## config.mk

```make
export PLATFORM = sky130hd
export DESIGN_NAME = epoch_seconds_to_calendar_flat
export DESIGN_NICKNAME = d
export VERILOG_FILES = /design/src/e2c_pkg.sv /design/src/e2c_if.sv /design/src/e2c_month.sv /design/src/epoch_seconds_to_calendar.sv /design/src/flat_wrapper.sv
export SDC_FILE = /design/constraint.sdc
export NUM_CORES = 2
export LEC_CHECK = 0
export BUFFER_PORTS_ARGS = -buffer_cell sky130_fd_sc_hd__buf_2
export CELL_PAD_IN_SITES_DETAIL_PLACEMENT = 0
export CELL_PAD_IN_SITES_GLOBAL_PLACEMENT = 1
export CORE_MARGIN = 2
export CORE_UTILIZATION = 58
export DETAILED_ROUTE_END_ITERATION = 10
export PLACE_DENSITY = 0.88
export SYNTH_ARGS = -nofsm -noshare
export SYNTH_HDL_FRONTEND = slang
export SYNTH_SLANG_ARGS = --single-unit
```

## constraint.sdc

```tcl
create_clock -name clock -period 21.5 [get_ports clock]
set_clock_uncertainty 0.1 [all_clocks]
set_input_delay 1.075 -clock clock [delete_from_list [all_inputs] [get_ports clock]]
set_output_delay 1.075 -clock clock [all_outputs]
set_load 0.03 [all_outputs]
```

## src/e2c_pkg.sv

```systemverilog
// Package for the epoch seconds to calendar converter.
// Holds field widths, reciprocal constants, the month table and shared types; no dependencies.
package e2c_pkg;

   localparam int EpochWidth  = 32;
   localparam int YearWidth   = 12;
   localparam int MonthWidth  = 4;
   localparam int DayWidth    = 5;
   localparam int HourWidth   = 5;
   localparam int MinuteWidth = 6;
   localparam int SecWidth    = 6;
   localparam int DoyWidth    = 9;
   localparam int NumStages   = 7;

   // Whole days: (t >> 7) * DayRecip >> 35 equals t / 86400 for every 32-bit t.
   localparam logic [25:0] DayRecip     = 26'd50903317;
   localparam logic [31:0] SecsPerDay   = 32'd86400;
   // Four-year cycles from 1969: d * CycleRecip >> 27 equals d / 1461 for d below 2^16.
   localparam logic [16:0] CycleRecip   = 17'd91868;
   localparam logic [15:0] DaysPerCycle = 16'd1461;
   localparam logic [15:0] DaysToEpoch  = 16'd365;
   localparam logic [10:0] DaysPerYear  = 11'd365;
   localparam logic [11:0] YearBase     = 12'd1969;
   // Hours: (rest >> 4) * HourRecip >> 20 equals rest / 3600 below 86400.
   localparam logic [12:0] HourRecip    = 13'd4661;
   localparam logic [16:0] SecsPerHour  = 17'd3600;
   // Minutes: (rest >> 2) * MinRecip >> 16 equals rest / 60 below 3600.
   localparam logic [12:0] MinRecip     = 13'd4370;
   localparam logic [11:0] SecsPerMin   = 12'd60;

   localparam logic [MonthWidth-1:0] MonthJan = 4'd1;
   localparam logic [MonthWidth-1:0] MonthFeb = 4'd2;

   typedef struct packed {
      logic [MonthWidth-1:0] month;
      logic [DoyWidth-1:0]   first_doy;
   } e2c_month_type;

   typedef struct packed {
      logic [YearWidth-1:0]   year;
      logic [MonthWidth-1:0]  month;
      logic [DayWidth-1:0]    day;
      logic [HourWidth-1:0]   hour;
      logic [MinuteWidth-1:0] minute;
      logic [SecWidth-1:0]    sec;
   } e2c_result_type;

   // Zero-based day of the year on which a month starts.
   function automatic logic [DoyWidth-1:0] month_first_doy(input logic [MonthWidth-1:0] month,
                                                           input logic leap);
      logic [DoyWidth-1:0] base;
      case (month)
         4'd1:    base = 9'd0;
         4'd2:    base = 9'd31;
         4'd3:    base = 9'd59;
         4'd4:    base = 9'd90;
         4'd5:    base = 9'd120;
         4'd6:    base = 9'd151;
         4'd7:    base = 9'd181;
         4'd8:    base = 9'd212;
         4'd9:    base = 9'd243;
         4'd10:   base = 9'd273;
         4'd11:   base = 9'd304;
         4'd12:   base = 9'd334;
         default: base = 9'd0;
      endcase
      if (leap && month > MonthFeb) begin
         base = base + 9'd1;
      end
      return base;
   endfunction

endpackage

```

## src/e2c_if.sv

```systemverilog
// Valid/ready channel interfaces for the epoch seconds to calendar converter.
// Depends on e2c_pkg for the field widths.
interface e2c_req_if import e2c_pkg::*; ();
   logic                  valid;
   logic                  ready;
   logic [EpochWidth-1:0] epoch_seconds;

   modport source(output valid, output epoch_seconds, input ready);
   modport sink(input valid, input epoch_seconds, output ready);
endinterface

interface e2c_rsp_if import e2c_pkg::*; ();
   logic                   valid;
   logic                   ready;
   logic [YearWidth-1:0]   year;
   logic [MonthWidth-1:0]  month;
   logic [DayWidth-1:0]    day;
   logic [HourWidth-1:0]   hour;
   logic [MinuteWidth-1:0] minute;
   logic [SecWidth-1:0]    sec;

   modport source(output valid, output year, output month, output day, output hour,
                  output minute, output sec, input ready);
   modport sink(input valid, input year, input month, input day, input hour,
                input minute, input sec, output ready);
endinterface

```

## src/e2c_month.sv

```systemverilog
// Month lookup: finds the month and its first day from a zero-based day of the year.
// Depends on e2c_pkg for the month table and e2c_month_type.
module e2c_month import e2c_pkg::*; (
   input  logic [DoyWidth-1:0] doy,
   input  logic                leap,
   output e2c_month_type       info
);

   logic [MonthWidth-1:0] count;

   always_comb begin
      count = MonthJan;
      for (int m = 2; m <= 12; m++) begin
         if (doy >= month_first_doy(MonthWidth'(m), leap)) begin
            count = count + 4'd1;
         end
      end
      info.month     = count;
      info.first_doy = month_first_doy(count, leap);
   end

endmodule

```

## src/epoch_seconds_to_calendar.sv

```systemverilog
// Top level of the epoch seconds to calendar converter: a seven-stage pipeline.
// Depends on e2c_pkg, e2c_if (e2c_req_if, e2c_rsp_if) and e2c_month.
//
//   Channel  Direction  Handshake    Payload
//   req      in         valid/ready  epoch_seconds[31:0]
//   rsp      out        valid/ready  year, month, day, hour, minute, sec
//
// A beat enters every cycle unless the full pipeline is stalled by rsp.ready.
// The depth is set by the chain of constant-reciprocal multiplies and their remainders.
// Each stage holds while the stage after it is full and stalled, so bubbles close up.
// Synchronous reset clears only the stage valid bits.
module epoch_seconds_to_calendar import e2c_pkg::*; (
   input logic       clock,
   input logic       reset,
   e2c_req_if.sink   req,
   e2c_rsp_if.source rsp
);

   logic [NumStages-1:0] vld_ff;
   logic [NumStages-1:0] adv;

   logic [31:0] s1_t_ff;
   logic [15:0] s1_qday_ff;
   logic [16:0] s2_rest_ff;
   logic [15:0] s2_dshift_ff;
   logic [16:0] s3_rest_ff;
   logic [15:0] s3_dshift_ff;
   logic [HourWidth-1:0] s3_hour_ff;
   logic [5:0]  s3_cyc_ff;
   logic [11:0] s4_rest2_ff;
   logic [10:0] s4_r4_ff;
   logic [HourWidth-1:0] s4_hour_ff;
   logic [5:0]  s4_cyc_ff;
   logic [11:0] s5_rest2_ff;
   logic [MinuteWidth-1:0] s5_minute_ff;
   logic [HourWidth-1:0] s5_hour_ff;
   logic [YearWidth-1:0] s5_year_ff;
   logic [DoyWidth-1:0] s5_doy_ff;
   logic        s5_leap_ff;
   logic [SecWidth-1:0] s6_sec_ff;
   logic [MinuteWidth-1:0] s6_minute_ff;
   logic [HourWidth-1:0] s6_hour_ff;
   logic [YearWidth-1:0] s6_year_ff;
   logic [DoyWidth-1:0] s6_doy_ff;
   e2c_month_type s6_month_ff;
   e2c_result_type out_ff;

   logic [50:0] qday_prod;
   logic [15:0] qday_in;
   logic [31:0] day_base;
   logic [16:0] rest_in;
   logic [15:0] dshift_in;
   logic [25:0] hour_prod;
   logic [HourWidth-1:0] hour_in;
   logic [32:0] cyc_prod;
   logic [5:0]  cyc_in;
   logic [16:0] hour_base;
   logic [11:0] rest2_in;
   logic [15:0] cyc_base;
   logic [10:0] r4_in;
   logic [1:0]  yic;
   logic [10:0] yic_base;
   logic [DoyWidth-1:0] doy_in;
   logic        leap_in;
   logic [YearWidth-1:0] year_in;
   logic [22:0] minute_prod;
   logic [MinuteWidth-1:0] minute_in;
   logic [11:0] minute_base;
   logic [SecWidth-1:0] sec_in;
   e2c_month_type month_in;
   logic [DayWidth-1:0] day_in;

   e2c_month u_month (
      .doy  (s5_doy_ff),
      .leap (s5_leap_ff),
      .info (month_in)
   );

   always_comb begin
      adv[NumStages-1] = !vld_ff[NumStages-1] || rsp.ready;
      for (int k = NumStages - 2; k >= 0; k--) begin
         adv[k] = !vld_ff[k] || adv[k+1];
      end
   end

   always_comb begin
      qday_prod = 51'(req.epoch_seconds[31:7]) * 51'(DayRecip);
      qday_in   = qday_prod[50:35];

      day_base  = 32'(s1_qday_ff) * SecsPerDay;
      rest_in   = 17'(s1_t_ff - day_base);
      dshift_in = s1_qday_ff + DaysToEpoch;

      hour_prod = 26'(s2_rest_ff[16:4]) * 26'(HourRecip);
      hour_in   = hour_prod[24:20];
      cyc_prod  = 33'(s2_dshift_ff) * 33'(CycleRecip);
      cyc_in    = cyc_prod[32:27];

      hour_base = 17'(s3_hour_ff) * SecsPerHour;
      rest2_in  = 12'(s3_rest_ff - hour_base);
      cyc_base  = 16'(s3_cyc_ff) * DaysPerCycle;
      r4_in     = 11'(s3_dshift_ff - cyc_base);

      if (s4_r4_ff >= 11'(3 * 365)) begin
         yic = 2'd3;
      end else if (s4_r4_ff >= 11'(2 * 365)) begin
         yic = 2'd2;
      end else if (s4_r4_ff >= DaysPerYear) begin
         yic = 2'd1;
      end else begin
         yic = 2'd0;
      end
      yic_base    = 11'(yic) * DaysPerYear;
      doy_in      = DoyWidth'(s4_r4_ff - yic_base);
      leap_in     = (yic == 2'd3);
      year_in     = YearBase + {4'd0, s4_cyc_ff, 2'b00} + 12'(yic);
      minute_prod = 23'(s4_rest2_ff[11:2]) * 23'(MinRecip);
      minute_in   = minute_prod[21:16];

      minute_base = 12'(s5_minute_ff) * SecsPerMin;
      sec_in      = SecWidth'(s5_rest2_ff - minute_base);

      day_in = DayWidth'(s6_doy_ff - s6_month_ff.first_doy + 9'd1);
   end

   always_ff @(posedge clock) begin
      if (reset) begin
         vld_ff <= '0;
      end else begin
         if (adv[0]) begin
            vld_ff[0] <= req.valid;
         end
         for (int k = 1; k < NumStages; k++) begin
            if (adv[k]) begin
               vld_ff[k] <= vld_ff[k-1];
            end
         end
      end
   end

   always_ff @(posedge clock) begin
      if (adv[0]) begin
         s1_t_ff    <= req.epoch_seconds;
         s1_qday_ff <= qday_in;
      end
      if (adv[1]) begin
         s2_rest_ff   <= rest_in;
         s2_dshift_ff <= dshift_in;
      end
      if (adv[2]) begin
         s3_rest_ff   <= s2_rest_ff;
         s3_dshift_ff <= s2_dshift_ff;
         s3_hour_ff   <= hour_in;
         s3_cyc_ff    <= cyc_in;
      end
      if (adv[3]) begin
         s4_rest2_ff <= rest2_in;
         s4_r4_ff    <= r4_in;
         s4_hour_ff  <= s3_hour_ff;
         s4_cyc_ff   <= s3_cyc_ff;
      end
      if (adv[4]) begin
         s5_rest2_ff  <= s4_rest2_ff;
         s5_minute_ff <= minute_in;
         s5_hour_ff   <= s4_hour_ff;
         s5_year_ff   <= year_in;
         s5_doy_ff    <= doy_in;
         s5_leap_ff   <= leap_in;
      end
      if (adv[5]) begin
         s6_sec_ff    <= sec_in;
         s6_minute_ff <= s5_minute_ff;
         s6_hour_ff   <= s5_hour_ff;
         s6_year_ff   <= s5_year_ff;
         s6_doy_ff    <= s5_doy_ff;
         s6_month_ff  <= month_in;
      end
      if (adv[6]) begin
         out_ff.year   <= s6_year_ff;
         out_ff.month  <= s6_month_ff.month;
         out_ff.day    <= day_in;
         out_ff.hour   <= s6_hour_ff;
         out_ff.minute <= s6_minute_ff;
         out_ff.sec    <= s6_sec_ff;
      end
   end

   assign req.ready  = adv[0];
   assign rsp.valid  = vld_ff[NumStages-1];
   assign rsp.year   = out_ff.year;
   assign rsp.month  = out_ff.month;
   assign rsp.day    = out_ff.day;
   assign rsp.hour   = out_ff.hour;
   assign rsp.minute = out_ff.minute;
   assign rsp.sec    = out_ff.sec;

endmodule
```

## src/flat_wrapper.sv

```systemverilog
// flat-port wrapper written by rule: the top's interface ports become plain ports
module epoch_seconds_to_calendar_flat import e2c_pkg::*;
  (clock, reset, req_valid, req_epoch_seconds, req_ready, rsp_valid, rsp_year, rsp_month, rsp_day, rsp_hour, rsp_minute, rsp_sec, rsp_ready);
  e2c_req_if req_i ();
  e2c_rsp_if rsp_i ();
  input logic clock;
  input logic reset;
  input wire logic [$bits(req_i.valid)-1:0] req_valid;
  input wire logic [$bits(req_i.epoch_seconds)-1:0] req_epoch_seconds;
  output wire logic [$bits(req_i.ready)-1:0] req_ready;
  output wire logic [$bits(rsp_i.valid)-1:0] rsp_valid;
  output wire logic [$bits(rsp_i.year)-1:0] rsp_year;
  output wire logic [$bits(rsp_i.month)-1:0] rsp_month;
  output wire logic [$bits(rsp_i.day)-1:0] rsp_day;
  output wire logic [$bits(rsp_i.hour)-1:0] rsp_hour;
  output wire logic [$bits(rsp_i.minute)-1:0] rsp_minute;
  output wire logic [$bits(rsp_i.sec)-1:0] rsp_sec;
  input wire logic [$bits(rsp_i.ready)-1:0] rsp_ready;
  assign req_i.valid = req_valid;
  assign req_i.epoch_seconds = req_epoch_seconds;
  assign req_ready = req_i.ready;
  assign rsp_valid = rsp_i.valid;
  assign rsp_year = rsp_i.year;
  assign rsp_month = rsp_i.month;
  assign rsp_day = rsp_i.day;
  assign rsp_hour = rsp_i.hour;
  assign rsp_minute = rsp_i.minute;
  assign rsp_sec = rsp_i.sec;
  assign rsp_i.ready = rsp_ready;
  epoch_seconds_to_calendar u_core (.clock(clock), .reset(reset), .req(req_i), .rsp(rsp_i));
endmodule
```

### Word level (Yosys, flattened, before mapping)

Memories as Yosys holds them, arrays and structs flattened.
Cells that the tools add are included.

| cells by class | value |
|---|---|
| add/sub/neg operators | 21 |
| multiply operators | 9 |
| order comparisons | 15 |
| eq/ne operators | 1 |
| mux-type cells | 25 |
| reductions and logical operators | 15 |

Operator list:

| operator | number |
|---|---|
| multiplier 25 x 26 -> 51 bit (second input constant) | 1 |
| 2-to-1 mux 4 bit | 10 |
| >= comparator 9 x 8 -> 1 bit | 4 |
| adder 4 x 1 -> 4 bit (second input constant) | 8 |
| multiplier 16 x 15 -> 31 bit (second input constant) | 1 |
| >= comparator 9 bit | 3 |
| multiplier 13 x 13 -> 25 bit (second input constant) | 1 |
| multiplier 10 x 12 -> 21 bit (second input constant) | 1 |
| >= comparator 9 x 7 -> 1 bit | 2 |
| subtractor 17 bit | 1 |
| adder 16 x 9 -> 16 bit (second input constant) | 1 |
| multiplier 16 x 10 -> 10 bit (second input constant) | 1 |
| adder 11 x 8 -> 12 bit (first input constant) | 1 |
| adder 12 x 2 -> 12 bit | 1 |
| subtractor 12 bit | 1 |
| >= comparator 11 x 10 -> 1 bit (second input constant) | 1 |
| >= comparator 11 bit (second input constant) | 1 |
| >= comparator 11 x 9 -> 1 bit (second input constant) | 1 |
| multiplier 6 x 11 -> 11 bit (second input constant) | 1 |
| subtractor 11 bit | 1 |
| adder 5 x 1 -> 5 bit (second input constant) | 2 |
| 2-to-1 mux 2 bit | 5 |
| >= comparator 9 x 5 -> 1 bit (second input constant) | 1 |
| >= comparator 9 x 6 -> 1 bit | 1 |
| other kinds (16) | 35 |

| storage, ports and cells | value |
|---|---|
| register bits | 261 |
| memory bits (read-only) | 144 |
| input bits | 36 |
| output and inout bits | 40 |
| logic and storage cells | 125 |
| memories kept | 1 |

Memory list:

| name | depth | width | read ports | clocked after Yosys merged registers in | wr ports | RTL line | text |
|---|---|---|---|---|---|---|---|
| (no name shown) | 16 | 9 | 1 | 0 | 0 | e2c_pkg.sv:52 | `case (month)` |

### Longest topological paths before layout

| logic depth | value |
|---|---|
| depth after elaboration | 25 |
| gate-level depth with buffers | 38 |
| mapped depth without buffers | 38 |

### Cells and area by module

A second synthesis with hierarchy kept.

| unflattened totals | value |
|---|---|
| cells, all modules | 2715 |
| area total of the unflattened synthesis | 30614.4 sq um |

Modules (own cells, without submodules):

| module | instances | cells each | area each (sq um) | seq. area each (sq um) |
|---|---|---|---|---|
| epoch_seconds_to_calendar | 1 | 2459 | 28651.2 | 7767.4 |
| e2c_month | 1 | 256 | 1963.1 | 0.0 |

### Worst setup path after synthesis

OpenSTA, ideal clock, no wires.

| timing | value |
|---|---|
| path kind | flip-flop to flip-flop |
| start point | register u_core.s5_leap_ff |
| end point | register u_core.s6_month_ff[2] (netlist name), data pin |
| setup time | 0.270 ns |
| arrival time | 6.902 ns |
| required time | 21.130 ns |
| slack | 14.228 ns |
| cell stages (with the launch flop) | 37 |
| path buffers | 0 |
| path through | edfxtp_1 -> inv_1 -> ha_1 -> a21bo_1 -> a211oi_1 -> nor3_1 -> fa_1 -> inv_1 -> and3_1 -> nor2_1 -> inv_1 -> ha_1 -> nand2_1 -> o31ai_1 -> a21oi_1 -> xnor2_1 -> a21oi_1 -> inv_1 -> ha_1 -> xnor2_1 -> a22oi_1 -> a21boi_0 -> ha_1 -> nand2_1 -> o21ai_0 -> xor2_1 -> nor2_1 -> a31oi_1 -> ha_1 -> nand2_1 -> mux2i_2 -> ha_1 -> nand2_1 -> nor2_1 -> a22o_1 -> a211oi_1 -> a21oi_1 |

RTL lines:

| element | RTL line | text |
|---|---|---|
| from (decl) | epoch_seconds_to_calendar.sv:39 | `logic s5_leap_ff;` |
| from (signal assigned) | epoch_seconds_to_calendar.sv:168 | `s5_leap_ff <= leap_in;` |
| to (signal assigned) | epoch_seconds_to_calendar.sv:176 | `s6_month_ff <= month_in;` |
| to (decl) | epoch_seconds_to_calendar.sv:45 | `e2c_month_type s6_month_ff;` |

==> impl_metrics.tcl <==
set metrics [dict create \
    crit_arrival_ns 8.62 \
    status "finished clean" \
    critPathMaxFanout 10 \
    syn_area_per_cell_um2 11.7 \
    cts_max_level 1 \
    first_iter_violations 649 \
    post-cts-setup-buffer-count 0 \
    fp-row-count 83 \
    met3WireLength_mm 1.76 \
    dp_hpwl_mm 48.6 \
    hold_ws_ns 0.312 \
    period_needed_ns 8.46 \
    drtAntennaViolNets 0 \
    clk_pin_slew_ns 0.06 \
    met1_length_mm 23.6 \
    finalHoldViolCount 0 \
    rsz0062_at_grt "no" \
    numClockSinks 261 \
    core_mm2 0.0511 \
    viasPerCell 5.31 \
    synthArstFlopShare_pct 0 \
    relSlewSlack_pct 36.6 \
    ctsHoldBuffers 0 \
    crit_family "adder cells" \
    ios 76 \
    crit_top_cell "ha_1" \
    gp_congestion 0.908 \
    fin_setup_tns_ns 0 \
    synth_area_mm2 0.0298 \
    ctsRootBufferMaster "clkbuf_16" \
    drt_pass1_iterations 5 \
    yosys.area.top_type "ha_1" \
    die_h_um 231 \
    vias 17849 \
    fin_nets 3699 \
    drt_wl_total_mm 57.2 \
    grt_max_degree 40 \
    dieArea_mm2 0.0533 \
    max_cap_violations 0 \
    grt.overflow.total 0 \
    synth_enable_flop_cells 254 \
    cts_tree "built" \
    setup_viol 0 \
    grt_pass1_vias 19517 \
    tightest_slew_ns 0.947 \
    crit_buf_inv 4 \
    hp-class "reg -> reg" \
    synth_seq_area_share_pct 26.0 \
    antenna_found_initial 0 \
    yosys_warnings 0 \
    syn_to_final_growth_pct 6.89 \
    portBuffers 75 \
    clockBufferDepth 3 \
    wl_per_cell_um 17.0 \
    endpoint_kind "flip-flop" \
    top_layer "met4" \
    cts_buffers 27 \
    fmax_mhz 118 \
    clk_latency_ns 0.53 \
    cp-start-kind "flip-flop" \
    layout-drive-gt1-share_pct 5.38 \
    start_util_pct 58.4 \
    crit_type "reg -> reg" \
    drv_slew 0 \
    cts_resized 0 \
    antenna_cells 0 \
    drc 0 \
    timing.final.crit_share_pct 39.4 \
    synth-seq-cells 261 \
    grt_pass1_wl_mm 95.6 \
    slowest_delay_ns 0.66 \
    syn_inst 2560 \
    synth_top_area_share_pct 27.6 \
    cp_slowest_cell "fa_1" \
    fill_cells 4060 \
    route.met2.wl_mm 29.7 \
    synth_cell_types 78 \
    die_x_um 231 \
    synth_nets 3600 \
    cp.required_ns 21.66 \
    grt_use_total_pct 22.5 \
    synthTopCellsByArea "ha_1 28%, edfxtp_1 26%, fa_1 23%, inv_1 7.9%, xnor2_1 2.9%" \
    synth_ff_type "edfxtp_1" \
]
[cell usage after synthesis (14+ instances only)]
cell,count
nor2_1,58
xnor2_1,99
nand4_1,17
nand2b_1,14
nor2b_1,16
inv_1,629
nand2_1,49
edfxtp_1,254
fa_1,346
a21oi_1,82
ha_1,658
o21ai_0,36
o21bai_1,17
xor2_1,47
a21o_1,54
[per-stage QoR]
stage | setup slack [ns] | area (um^2) | util [%] | cells
floorplan | 14.23 | 29800 | - | 2560
global placement | 13.50 | 31100 | 60.8 | 3310
detailed placement | 13.14 | 31100 | 60.8 | 3310
CTS | 13.12 | 31900 | 62.4 | 3359
global route | 12.30 | 31900 | 62.4 | 3359
finish | 13.04 | 31900 | 62.4 | 3359
[final timing paths]
path / from / end / slack (ns) / cells past startpoint
worst max-delay path: u_core.s5_leap_ff$_DFFE_PP_ / u_core.s6_month_ff[4]$_DFFE_PP_ / 13.04 / 36
worst min-delay path: u_core.s6_year_ff[4]$_DFFE_PP_ / u_core.rsp.year[4]$_DFFE_PP_ / 0.31 / 0
worst max register to register: u_core.s5_leap_ff$_DFFE_PP_ / u_core.s6_month_ff[4]$_DFFE_PP_ / 13.04 / 36
worst min register to register: u_core.s6_year_ff[4]$_DFFE_PP_ / u_core.rsp.year[4]$_DFFE_PP_ / 0.31 / 0
[layout make-up]
cell class	instances	area, um^2	share of cell area (%)
inverters	630	2360	7.41
clock inverters	15	124	0.388
well taps	680	851	2.67
multi-input cells	1658	19700	61.7
flip-flops and latches	261	7770	24.3
clock buffers	34	702	2.20
repair buffers	81	420	1.32
[cell usage in the layout, fill, tap and decap left out, types with 3 or more instances in the layout]
master,instances
nand3b_1,3
nor2_1,58
xnor2_1,99
mux2i_1,7
a31oi_1,9
a21oi_1,82
a211oi_1,11
a311o_1,3
o21ai_0,36
dfxtp_1,7
o21bai_1,17
or3_1,4
ha_1,658
buf_2,75
edfxtp_1,254
o41ai_1,3
and2_1,8
fa_1,346
nand2b_1,14
nor3_1,13
clkbuf_16,27
clkinv_2,6
nand3_1,10
a31o_2,3
clkbuf_1,7
o21a_1,13
nand2_1,49
o211ai_1,5
buf_4,6
a211o_1,4
and3_1,13
inv_1,629
a21o_1,54
xor2_1,47
nand4_1,17
and4_1,4
nor2b_1,16
inv_6,5
[registers in the layout (all words and copies together), names as in the netlist, 16 cells and up]
name and count:
u_core.s2_dshift_ff 16, u_core.s2_rest_ff 17, u_core.s1_t_ff 17, u_core.s1_qday_ff 16
[layer usage]
metal,up-vias,track usage [%]
met3,110,1.80
met2,341,42.0
met1,8750,27.3
met5,-,0
met4,0,7.70
li1,8648,-
[cell families (layout without fill, tap and decap cells)]
logic type,after synthesis,after routing,share of synthesized area [%]
fa+ha+maj,1004,1004,50.8
buf+inv,641,760,8.08
compound gates,272,272,6.18
flops,261,261,26.0
simple gates,221,221,3.84
xor+xnor,152,152,4.77
mux,9,9,0.319
Power is not shown: default switching activity piles up to over one toggle a cycle in this logic, so the estimate is an artifact.
